$ cat config.mk
export PLATFORM = sky130hd
export DESIGN_NAME = least_loaded_list_scheduler_flat
export DESIGN_NICKNAME = d
export VERILOG_FILES = /design/src/hdl/llls_pkg.sv /design/src/hdl/llls_ifs.sv /design/src/hdl/least_loaded_list_scheduler.sv /design/src/flat_wrapper.sv
export SDC_FILE = /design/constraint.sdc
export NUM_CORES = 2
export LEC_CHECK = 0
export BUFFER_PORTS_ARGS = -buffer_cell sky130_fd_sc_hd__buf_4
export CORE_AREA = 2 2 456 345
export DETAILED_ROUTE_END_ITERATION = 7
export DIE_AREA = 0 0 458 347
export MAX_ROUTING_LAYER = met4
export PLACE_DENSITY_LB_ADDON = 0.05
export SETUP_SLACK_MARGIN = 0.4
export SYNTH_ARGS = -nofsm -noshare
export SYNTH_HDL_FRONTEND = slang
export SYNTH_SLANG_ARGS = --single-unit
$ cat constraint.sdc
create_clock -name clock -period 7.8 [get_ports clock]
set_input_delay 0.39 -clock clock [delete_from_list [all_inputs] [get_ports clock]]
set_output_delay 0.39 -clock clock [all_outputs]
set_load 0.01 [all_outputs]
$ cat src/hdl/llls_pkg.sv
// ---------------------------------------------------------------------------
// llls_pkg: shared types and constants for the least-loaded list scheduler
// Field widths, machine count, step codes and the microcode ROM.
// ---------------------------------------------------------------------------
`default_nettype none

package llls_pkg;

   localparam int MAX_MACHINES = 8;
   localparam int MACH_IDX_W   = (MAX_MACHINES > 1) ? $clog2(MAX_MACHINES) : 1;
   localparam int MACH_CNT_W   = $clog2(MAX_MACHINES + 1);

   localparam int JOB_ID_W  = 16;
   localparam int PROC_W    = 16;
   localparam int TIME_W    = 32;
   localparam int WEIGHT_W  = 16;
   localparam int CFG_W     = 4;
   localparam int IDX_OUT_W = 3;
   localparam int TARD_W    = 48;
   localparam int TOTAL_W   = 64;

   localparam logic [CFG_W-1:0] CFG_RESET = CFG_W'(8);

   // sequencer program counter
   localparam int STEP_W = 3;
   typedef logic [STEP_W-1:0] step_type;

   localparam step_type STEP_WAIT = 3'd0;
   localparam step_type STEP_INIT = 3'd1;
   localparam step_type STEP_SCAN = 3'd2;
   localparam step_type STEP_ADD  = 3'd3;
   localparam step_type STEP_DIFF = 3'd4;
   localparam step_type STEP_MUL  = 3'd5;
   localparam step_type STEP_ACC  = 3'd6;
   localparam step_type STEP_OUT  = 3'd7;

   typedef enum logic [1:0] {
      JMP_NEVER,
      JMP_NO_REQ,
      JMP_SCAN_MORE,
      JMP_RSP_BUSY
   } jump_cond_type;

   typedef struct packed {
      logic          req_ready;
      logic          scan_init;
      logic          scan_step;
      logic          add_load;
      logic          diff;
      logic          mul;
      logic          acc;
      logic          out_load;
      jump_cond_type cond;
      step_type      target;
   } ctrl_word_type;

   // control store: jump to target when cond holds, else fall to the next step
   // (the last step wraps to the first)
   function automatic ctrl_word_type ucode_rom(input step_type step);
      ctrl_word_type w;
      w = '{default: '0, cond: JMP_NEVER, target: STEP_WAIT};
      case (step)
         STEP_WAIT: begin
            w.req_ready = 1'b1;
            w.cond      = JMP_NO_REQ;
            w.target    = STEP_WAIT;
         end
         STEP_INIT: w.scan_init = 1'b1;
         STEP_SCAN: begin
            w.scan_step = 1'b1;
            w.cond      = JMP_SCAN_MORE;
            w.target    = STEP_SCAN;
         end
         STEP_ADD:  w.add_load = 1'b1;
         STEP_DIFF: w.diff     = 1'b1;
         STEP_MUL:  w.mul      = 1'b1;
         STEP_ACC:  w.acc      = 1'b1;
         STEP_OUT: begin
            w.out_load = 1'b1;
            w.cond     = JMP_RSP_BUSY;
            w.target   = STEP_OUT;
         end
         default: w.cond = JMP_NEVER;
      endcase
      return w;
   endfunction

endpackage

`default_nettype wire

$ cat src/hdl/llls_ifs.sv
// ---------------------------------------------------------------------------
// llls_ifs: job request and placement response channels
// Valid/ready channels; a transaction completes when both are high.
// ---------------------------------------------------------------------------
`default_nettype none

interface llls_req_if;
   logic                          valid;
   logic                          ready;
   logic [llls_pkg::JOB_ID_W-1:0] job_id;
   logic [llls_pkg::PROC_W-1:0]   proc_time;
   logic [llls_pkg::TIME_W-1:0]   deadline;
   logic [llls_pkg::WEIGHT_W-1:0] job_weight;
   logic                          first_job;

   modport source (output valid, job_id, proc_time, deadline, job_weight, first_job,
                   input ready);
   modport sink   (input valid, job_id, proc_time, deadline, job_weight, first_job,
                   output ready);
endinterface

interface llls_rsp_if;
   logic                           valid;
   logic                           ready;
   logic [llls_pkg::JOB_ID_W-1:0]  job_id_out;
   logic [llls_pkg::IDX_OUT_W-1:0] machine_index;
   logic [llls_pkg::TIME_W-1:0]    completion;
   logic [llls_pkg::TARD_W-1:0]    job_tardiness;
   logic [llls_pkg::TOTAL_W-1:0]   total_tardiness;

   modport source (output valid, job_id_out, machine_index, completion, job_tardiness,
                   total_tardiness, input ready);
   modport sink   (input valid, job_id_out, machine_index, completion, job_tardiness,
                   total_tardiness, output ready);
endinterface

`default_nettype wire

$ cat src/hdl/least_loaded_list_scheduler.sv
// Each accepted request runs the sequencer steps INIT, SCAN, ADD, DIFF, MUL, ACC
//   and OUT before the response is loaded; OUT holds while a response waits.
// Jobs are taken one at a time, paced by the
//   one-machine-per-cycle load scan of the microcoded sequencer.
// The response register lets the next job enter while a result waits.
// Synchronous active-high reset: all loads and totals zero, machines_in_use 8.
// ---------------------------------------------------------------------------
// least_loaded_list_scheduler: microcoded least-loaded job placement
// Assigns each job to the least-loaded machine and tracks weighted tardiness.
// ---------------------------------------------------------------------------
`default_nettype none

module least_loaded_list_scheduler (
   input  wire logic                        clock,
   input  wire logic                        reset,
   llls_req_if.sink                         req_ch,
   llls_rsp_if.source                       rsp_ch,
   input  wire logic                        csr_wr_en,
   input  wire logic [llls_pkg::CFG_W-1:0]  csr_wr_data
);

   localparam int SEL_W = (llls_pkg::MACH_CNT_W > llls_pkg::CFG_W) ?
                          llls_pkg::MACH_CNT_W : llls_pkg::CFG_W;
   localparam logic [llls_pkg::TIME_W-1:0]  LOAD_MAX  = '1;
   localparam logic [llls_pkg::TOTAL_W-1:0] TOTAL_MAX = '1;

   llls_pkg::ctrl_word_type   cw;
   llls_pkg::step_type        pc_ff, pc_in;

   logic [llls_pkg::CFG_W-1:0]      cfg_ff;
   logic [llls_pkg::MACH_CNT_W-1:0] n_active;
   logic [SEL_W-1:0]                cfg_wide;

   logic [llls_pkg::TIME_W-1:0]  load_ff [llls_pkg::MAX_MACHINES];
   logic [llls_pkg::TOTAL_W-1:0] mtard_ff[llls_pkg::MAX_MACHINES];
   logic [llls_pkg::TOTAL_W-1:0] grand_ff;

   logic [llls_pkg::JOB_ID_W-1:0]   job_id_ff;
   logic [llls_pkg::PROC_W-1:0]     proc_ff;
   logic [llls_pkg::TIME_W-1:0]     due_ff;
   logic [llls_pkg::WEIGHT_W-1:0]   weight_ff;
   logic [llls_pkg::MACH_IDX_W-1:0] best_ff;
   logic [llls_pkg::TIME_W-1:0]     best_load_ff;
   logic [llls_pkg::MACH_CNT_W-1:0] idx_ff;
   logic [llls_pkg::TIME_W-1:0]     comp_ff;
   logic [llls_pkg::TIME_W-1:0]     diff_ff;
   logic [llls_pkg::TARD_W-1:0]     tard_ff;

   logic                            rsp_valid_ff;
   logic [llls_pkg::JOB_ID_W-1:0]   rsp_job_id_ff;
   logic [llls_pkg::IDX_OUT_W-1:0]  rsp_index_ff;
   logic [llls_pkg::TIME_W-1:0]     rsp_comp_ff;
   logic [llls_pkg::TARD_W-1:0]     rsp_tard_ff;
   logic [llls_pkg::TOTAL_W-1:0]    rsp_total_ff;

   logic                          req_take;
   logic                          rsp_busy;
   logic                          scan_valid;
   logic                          take_jump;
   logic [llls_pkg::TIME_W-1:0]   scan_load;
   logic [llls_pkg::TIME_W:0]     sum_wide;
   logic [llls_pkg::TARD_W-1:0]   prod;

   function automatic logic [llls_pkg::TOTAL_W-1:0] sat_add(
      input logic [llls_pkg::TOTAL_W-1:0] a,
      input logic [llls_pkg::TOTAL_W-1:0] b
   );
      logic [llls_pkg::TOTAL_W:0] s;
      s = {1'b0, a} + {1'b0, b};
      return s[llls_pkg::TOTAL_W] ? TOTAL_MAX : s[llls_pkg::TOTAL_W-1:0];
   endfunction

   assign cw = llls_pkg::ucode_rom(pc_ff);

   // clamp machines_in_use to 1..MAX_MACHINES
   always_comb begin
      cfg_wide = SEL_W'(cfg_ff);
      if (cfg_ff == '0) begin
         n_active = llls_pkg::MACH_CNT_W'(1);
      end else if (cfg_wide > SEL_W'(llls_pkg::MAX_MACHINES)) begin
         n_active = llls_pkg::MACH_CNT_W'(llls_pkg::MAX_MACHINES);
      end else begin
         n_active = llls_pkg::MACH_CNT_W'(cfg_wide);
      end
   end

   assign req_take   = cw.req_ready && req_ch.valid;
   assign rsp_busy   = rsp_valid_ff && !rsp_ch.ready;
   assign scan_valid = idx_ff < n_active;
   assign scan_load  = load_ff[idx_ff[llls_pkg::MACH_IDX_W-1:0]];
   assign sum_wide   = {1'b0, best_load_ff} + (llls_pkg::TIME_W + 1)'(proc_ff);
   assign prod       = llls_pkg::TARD_W'(diff_ff) * llls_pkg::TARD_W'(weight_ff);

   always_comb begin
      case (cw.cond)
         llls_pkg::JMP_NEVER:     take_jump = 1'b0;
         llls_pkg::JMP_NO_REQ:    take_jump = !req_ch.valid;
         llls_pkg::JMP_SCAN_MORE: take_jump = (idx_ff + 1'b1) < n_active;
         llls_pkg::JMP_RSP_BUSY:  take_jump = rsp_busy;
         default:                 take_jump = 1'b0;
      endcase
      pc_in = take_jump ? cw.target : pc_ff + 1'b1;
   end

   always_ff @(posedge clock) begin
      if (reset) begin
         pc_ff        <= llls_pkg::STEP_WAIT;
         cfg_ff       <= llls_pkg::CFG_RESET;
         rsp_valid_ff <= 1'b0;
         grand_ff     <= '0;
         for (int i = 0; i < llls_pkg::MAX_MACHINES; i++) begin
            load_ff[i]  <= '0;
            mtard_ff[i] <= '0;
         end
      end else begin
         pc_ff <= pc_in;
         if (csr_wr_en) begin
            cfg_ff <= csr_wr_data;
         end
         if (cw.out_load && !rsp_busy) begin
            rsp_valid_ff <= 1'b1;
         end else if (rsp_valid_ff && rsp_ch.ready) begin
            rsp_valid_ff <= 1'b0;
         end
         if (req_take && req_ch.first_job) begin
            grand_ff <= '0;
            for (int i = 0; i < llls_pkg::MAX_MACHINES; i++) begin
               load_ff[i]  <= '0;
               mtard_ff[i] <= '0;
            end
         end
         if (cw.add_load) begin
            load_ff[best_ff] <= sum_wide[llls_pkg::TIME_W] ? LOAD_MAX :
                                sum_wide[llls_pkg::TIME_W-1:0];
         end
         if (cw.acc) begin
            mtard_ff[best_ff] <= sat_add(mtard_ff[best_ff], llls_pkg::TOTAL_W'(tard_ff));
            grand_ff          <= sat_add(grand_ff, llls_pkg::TOTAL_W'(tard_ff));
         end
      end
   end

   // datapath payload registers
   always_ff @(posedge clock) begin
      if (req_take) begin
         job_id_ff <= req_ch.job_id;
         proc_ff   <= req_ch.proc_time;
         due_ff    <= req_ch.deadline;
         weight_ff <= req_ch.job_weight;
      end
      if (cw.scan_init) begin
         best_ff      <= '0;
         best_load_ff <= load_ff[0];
         idx_ff       <= llls_pkg::MACH_CNT_W'(1);
      end
      if (cw.scan_step) begin
         // strict less-than keeps the lowest index on ties
         if (scan_valid && (scan_load < best_load_ff)) begin
            best_ff      <= idx_ff[llls_pkg::MACH_IDX_W-1:0];
            best_load_ff <= scan_load;
         end
         idx_ff <= idx_ff + 1'b1;
      end
      if (cw.add_load) begin
         comp_ff <= sum_wide[llls_pkg::TIME_W] ? LOAD_MAX : sum_wide[llls_pkg::TIME_W-1:0];
      end
      if (cw.diff) begin
         diff_ff <= (comp_ff > due_ff) ? comp_ff - due_ff : '0;
      end
      if (cw.mul) begin
         // product of a 32-bit and a 16-bit value never exceeds 48 bits
         tard_ff <= prod;
      end
      if (cw.out_load && !rsp_busy) begin
         rsp_job_id_ff <= job_id_ff;
         rsp_index_ff  <= llls_pkg::IDX_OUT_W'(best_ff);
         rsp_comp_ff   <= comp_ff;
         rsp_tard_ff   <= tard_ff;
         rsp_total_ff  <= grand_ff;
      end
   end

   assign req_ch.ready           = cw.req_ready;
   assign rsp_ch.valid           = rsp_valid_ff;
   assign rsp_ch.job_id_out      = rsp_job_id_ff;
   assign rsp_ch.machine_index   = rsp_index_ff;
   assign rsp_ch.completion      = rsp_comp_ff;
   assign rsp_ch.job_tardiness   = rsp_tard_ff;
   assign rsp_ch.total_tardiness = rsp_total_ff;

`ifndef SYNTH
   a_accept_starts_scan: assert property (@(posedge clock) disable iff (reset)
      (req_ch.valid && req_ch.ready) |=> (pc_ff == llls_pkg::STEP_INIT))
      else $error("accepted transaction did not start the scan");

   a_best_load_tracks: assert property (@(posedge clock) disable iff (reset)
      (pc_ff == llls_pkg::STEP_ADD) |-> (best_load_ff == load_ff[best_ff]))
      else $error("held minimum load differs from the chosen machine's load");

   a_scan_bounded: assert property (@(posedge clock) disable iff (reset)
      (pc_ff == llls_pkg::STEP_SCAN) |->
         (idx_ff <= llls_pkg::MACH_CNT_W'(llls_pkg::MAX_MACHINES)))
      else $error("scan index ran past the machine array");

   a_total_monotone: assert property (@(posedge clock) disable iff (reset)
      (pc_ff == llls_pkg::STEP_ACC) |=> (grand_ff >= $past(grand_ff)))
      else $error("grand total decreased on accumulate");

   a_rsp_from_out_step: assert property (@(posedge clock) disable iff (reset)
      $rose(rsp_valid_ff) |-> ($past(pc_ff) == llls_pkg::STEP_OUT))
      else $error("response raised outside the output step");
`endif

endmodule

`default_nettype wire
$ cat src/flat_wrapper.sv
// flat-port wrapper written by rule: the top's interface ports become plain ports
module least_loaded_list_scheduler_flat 
  (clock, reset, csr_wr_en, csr_wr_data, req_ch_valid, req_ch_job_id, req_ch_proc_time, req_ch_deadline, req_ch_job_weight, req_ch_first_job, req_ch_ready, rsp_ch_valid, rsp_ch_job_id_out, rsp_ch_machine_index, rsp_ch_completion, rsp_ch_job_tardiness, rsp_ch_total_tardiness, rsp_ch_ready);
  llls_req_if req_ch_i ();
  llls_rsp_if rsp_ch_i ();
  input  wire logic clock;
  input  wire logic reset;
  input  wire logic csr_wr_en;
  input  wire logic [llls_pkg::CFG_W-1:0] csr_wr_data;
  input wire logic [$bits(req_ch_i.valid)-1:0] req_ch_valid;
  input wire logic [$bits(req_ch_i.job_id)-1:0] req_ch_job_id;
  input wire logic [$bits(req_ch_i.proc_time)-1:0] req_ch_proc_time;
  input wire logic [$bits(req_ch_i.deadline)-1:0] req_ch_deadline;
  input wire logic [$bits(req_ch_i.job_weight)-1:0] req_ch_job_weight;
  input wire logic [$bits(req_ch_i.first_job)-1:0] req_ch_first_job;
  output wire logic [$bits(req_ch_i.ready)-1:0] req_ch_ready;
  output wire logic [$bits(rsp_ch_i.valid)-1:0] rsp_ch_valid;
  output wire logic [$bits(rsp_ch_i.job_id_out)-1:0] rsp_ch_job_id_out;
  output wire logic [$bits(rsp_ch_i.machine_index)-1:0] rsp_ch_machine_index;
  output wire logic [$bits(rsp_ch_i.completion)-1:0] rsp_ch_completion;
  output wire logic [$bits(rsp_ch_i.job_tardiness)-1:0] rsp_ch_job_tardiness;
  output wire logic [$bits(rsp_ch_i.total_tardiness)-1:0] rsp_ch_total_tardiness;
  input wire logic [$bits(rsp_ch_i.ready)-1:0] rsp_ch_ready;
  assign req_ch_i.valid = req_ch_valid;
  assign req_ch_i.job_id = req_ch_job_id;
  assign req_ch_i.proc_time = req_ch_proc_time;
  assign req_ch_i.deadline = req_ch_deadline;
  assign req_ch_i.job_weight = req_ch_job_weight;
  assign req_ch_i.first_job = req_ch_first_job;
  assign req_ch_ready = req_ch_i.ready;
  assign rsp_ch_valid = rsp_ch_i.valid;
  assign rsp_ch_job_id_out = rsp_ch_i.job_id_out;
  assign rsp_ch_machine_index = rsp_ch_i.machine_index;
  assign rsp_ch_completion = rsp_ch_i.completion;
  assign rsp_ch_job_tardiness = rsp_ch_i.job_tardiness;
  assign rsp_ch_total_tardiness = rsp_ch_i.total_tardiness;
  assign rsp_ch_i.ready = rsp_ch_ready;
  least_loaded_list_scheduler u_core (.clock(clock), .reset(reset), .req_ch(req_ch_i), .rsp_ch(rsp_ch_i), .csr_wr_en(csr_wr_en), .csr_wr_data(csr_wr_data));
endmodule
==> results_dict.tcl <==
set metrics [dict create \
    run_status "completed" \
    wire_per_inst_um 23.2 \
    tritoncts "built" \
    fin_skew_ns 0.0439 \
    grt_start_max_net_pins 125 \
    maximum_clock_rate_mhz 138 \
    remaining_drc_errors 0 \
    netlist-cell-type-count 75 \
    final_common_cell "sky130_fd_sc_hd__edfxtp_1" \
    postSynth.topFlopCell "sky130_fd_sc_hd__edfxtp_1" \
    areaGrowthSynthToFinish_pct 17.6 \
    critPathRequiredTime_ns 8.25 \
    setup_violations 0 \
    row_count 125 \
    floorplan.initialDensity_pct 31.8 \
    critical_path.top_delay_family "adder cells" \
    design.core.area_um2 154000 \
    via_count_of_the_first_global_routing_pass 34000 \
    timing.setup.tns_ns 0 \
    clock_tree.root_cell "sky130_fd_sc_hd__clkbuf_16" \
    grt_setup_unrepaired "false" \
    stdcell_area_um2 57700 \
    ys_seq_elements 725 \
    cts_max_path_buffers 3 \
    cp.buffers_inverters 5 \
    ant_nets 0 \
    grt_pass1_wl_um 235000 \
    drive_gt1_share_pct 14.0 \
    fill_cells 15300 \
    first_pass_iters 5 \
    cts.reportedPaths.clkPinSlew_ns 0.07 \
    setup.worst_path.end_class "register" \
    ff2ff_path_depth 23 \
    finalHoldViolations 0 \
    post_synthesis_cell_count 4437 \
    cts_inserted_buffers 85 \
    timing.hold.worst_path_depth 3 \
    cts.sink_count 725 \
    timing.critical_path.from_type "register" \
    layout_min_cycle_time_ns 7.24 \
    timing_worst_setup_path_type "register to register" \
    drt_iter0_markers 2559 \
    clk_latency_ns 0.74 \
    cts-htree-levels 3 \
    max-cap-violations 0 \
    via_per_inst 4.89 \
    yosys_warnings 0 \
    wirelength_um 160000 \
    synth-async-reset-ratio_pct 0 \
    cp_cell_sequence "buf_4 > and2_1 > fa_1 > inv_1 > fa_1 > fa_1 > inv_1 > fa_1 > fa_1 > inv_1 > fa_1 > inv_1 > ha_1 > a21oi_1 > o21ai_0 > a41o_1 > o2111ai_1 > a21boi_1 > or2_2 > a21oi_1 > o21ai_0 > a21oi_1 > xnor2_1" \
    cp_slowest_stage_delay_ns 0.57 \
    critPathMaxFanout 15 \
    slew_viol_final 0 \
    port_buffers 254 \
    placement.cell_area_um2 53400 \
    postLayoutCoreUtil_pct 37.4 \
    antenna_found_initial 9 \
    timing.hold.ws_ns 0.132 \
    headroom_to_the_max_slew_limit_pct 15.5 \
    floorplan.die.height_um 347 \
    mappedNetlistNets 5208 \
    avg_inst_size_synth_um2 11.1 \
    place_congestion 0.835 \
    cp_data_arrival_time_ns 7.69 \
    path_depth 23 \
    timing.critical_path.slowest_stage_cell "sky130_fd_sc_hd__edfxtp_1" \
    place_hpwl_um 118000 \
    synth_edf_count 615 \
    fp.dieArea_um2 159000 \
    worst_pin_slew_ns 1.26 \
    ys_seq_area_share_pct 42.1 \
    most_used_cells_in_the_layout_excluding_fill_and_tap_cells "sky130_fd_sc_hd__edfxtp_1 (615), sky130_fd_sc_hd__inv_1 (584), sky130_fd_sc_hd__nand2_1 (455)" \
    grt_util_all_layers_pct 20.6 \
    final_nets 5567 \
    worst_min_delay_path_category "primary input to register" \
    die-width_um 458 \
    design.portCount 255 \
    cp_common_cell "sky130_fd_sc_hd__fa_1" \
    grt_overflow_total 0 \
    synthesis.area_um2 49000 \
    vias 33800 \
    timing.final.crit_share_pct 92.8 \
]
==> metrics by stage <==
step,setup slack (ns),cells
floorplan,1.55,4437
global placement,0.392,6597
detailed placement,0.354,6597
CTS,0.407,6854
global route,0.420,6903
finish,0.561,6903
==> flip-flops by register name, indices dropped and copies added, names as in the netlist, named ones only <==
signal / cells
u_core.cfg_ff: 4
u_core.load_ff: 256
u_core.rsp_ch.completion: 32
u_core.rsp_ch.valid: 1
u_core.tard_ff: 48
u_core.grand_ff: 64
u_core.diff_ff: 32
u_core.proc_ff: 16
u_core.comp_ff: 32
u_core.due_ff: 32
u_core.best_load_ff: 32
u_core.job_id_ff: 16
u_core.best_ff: 3
u_core.idx_ff: 4
u_core.rsp_ch.job_id_out: 16
u_core.pc_ff: 3
u_core.rsp_ch.job_tardiness: 48
u_core.rsp_ch.total_tardiness: 64
u_core.rsp_ch.machine_index: 3
u_core.weight_ff: 16
==> area by class of cell <==
class	instances	area, um^2	area share, %
Antenna cell	3	7.51	0.0130
Clock buffer	111	2280	3.96
Clock inverter	48	547	0.948
Inverter	584	2190	3.80
Multi-Input combinational cell	2920	25400	44.1
Sequential cell	725	20700	35.8
Tap cell	2032	2540	4.41
Timing Repair Buffer	480	4000	6.93
==> Yosys cell counts (48+ instances only) <==
cell	n	area, um^2
sky130_fd_sc_hd__a211oi_1	60	450
sky130_fd_sc_hd__a21o_1	83	623
sky130_fd_sc_hd__a21oi_1	223	1120
sky130_fd_sc_hd__and2_1	241	1510
sky130_fd_sc_hd__clkbuf_1	181	679
sky130_fd_sc_hd__dfxtp_1	110	2200
sky130_fd_sc_hd__edfxtp_1	615	18500
sky130_fd_sc_hd__fa_1	421	8430
sky130_fd_sc_hd__ha_1	260	3250
sky130_fd_sc_hd__inv_1	584	2190
sky130_fd_sc_hd__mux4_2	64	1440
sky130_fd_sc_hd__nand2_1	456	1710
sky130_fd_sc_hd__nand3_1	58	290
sky130_fd_sc_hd__nor2_1	378	1420
sky130_fd_sc_hd__o21ai_0	135	676
sky130_fd_sc_hd__xnor2_1	77	674
sky130_fd_sc_hd__xor2_1	48	420
==> path summary, 6_finish.rpt <==
| check | start | to | slack (ns) |
|---|---|---|---|
| max | u_core.weight_ff[4] | u_core.tard_ff[32] | 0.56 |
| min | req_ch_valid | u_core.pc_ff[1] | 0.13 |
| max reg2reg | u_core.weight_ff[4] | u_core.tard_ff[32] | 0.56 |
| min reg2reg | u_core.job_id_ff[5] | u_core.rsp_ch.job_id_out[5] | 0.42 |
==> cell families after synthesis <==
group,synth area share (%)
AND/OR/NAND/NOR,12.7
buffers and inverters,6.17
flip-flops,42.1
adder cells (fa/ha/maj),23.8
AO/OA/AOI/OAI,8.02
multiplexers,4.92
XOR/XNOR,2.23
==> layer usage <==
| layer | global-route usage, % | wire (um) | part of all wire, % | up-vias |
|---|---|---|---|---|
| li1 | - | - | - | 15700 |
| met1 | 31.3 | 81500 | 51 | 17100 |
| met2 | 28.7 | 67300 | 42 | 792 |
| met3 | 2.75 | 7440 | 4.7 | 157 |
| met4 | 5.11 | 3760 | 2.4 | 0 |
| met5 | - | 0 | 0 | - |
==> worst reg2reg max path, delay by kind of cell (launching register included) <==
kind	cells	cell delay (ns)
AOI/OAI and AO/OA	8	1.62
xor gates and xnor gates	1	0.35
adders and majority gates	7	3.37
buffers and inverters	5	0.49
DFF	1	0.57
and+or+nand+nor	2	0.56
==> timing repair <==
item | 4_1_cts | 5_1_grt
pin swaps | 0 | 1
buffers inserted | 8 | 46
hold endpoints to repair | 85 | 0
resized for setup | 0 | 8
hold buffers | 90 | 0
endpoints found under the setup margin | 3 | 14
Power is not shown: default switching activity piles up to over one toggle a cycle in this logic, so the estimate is an artifact.
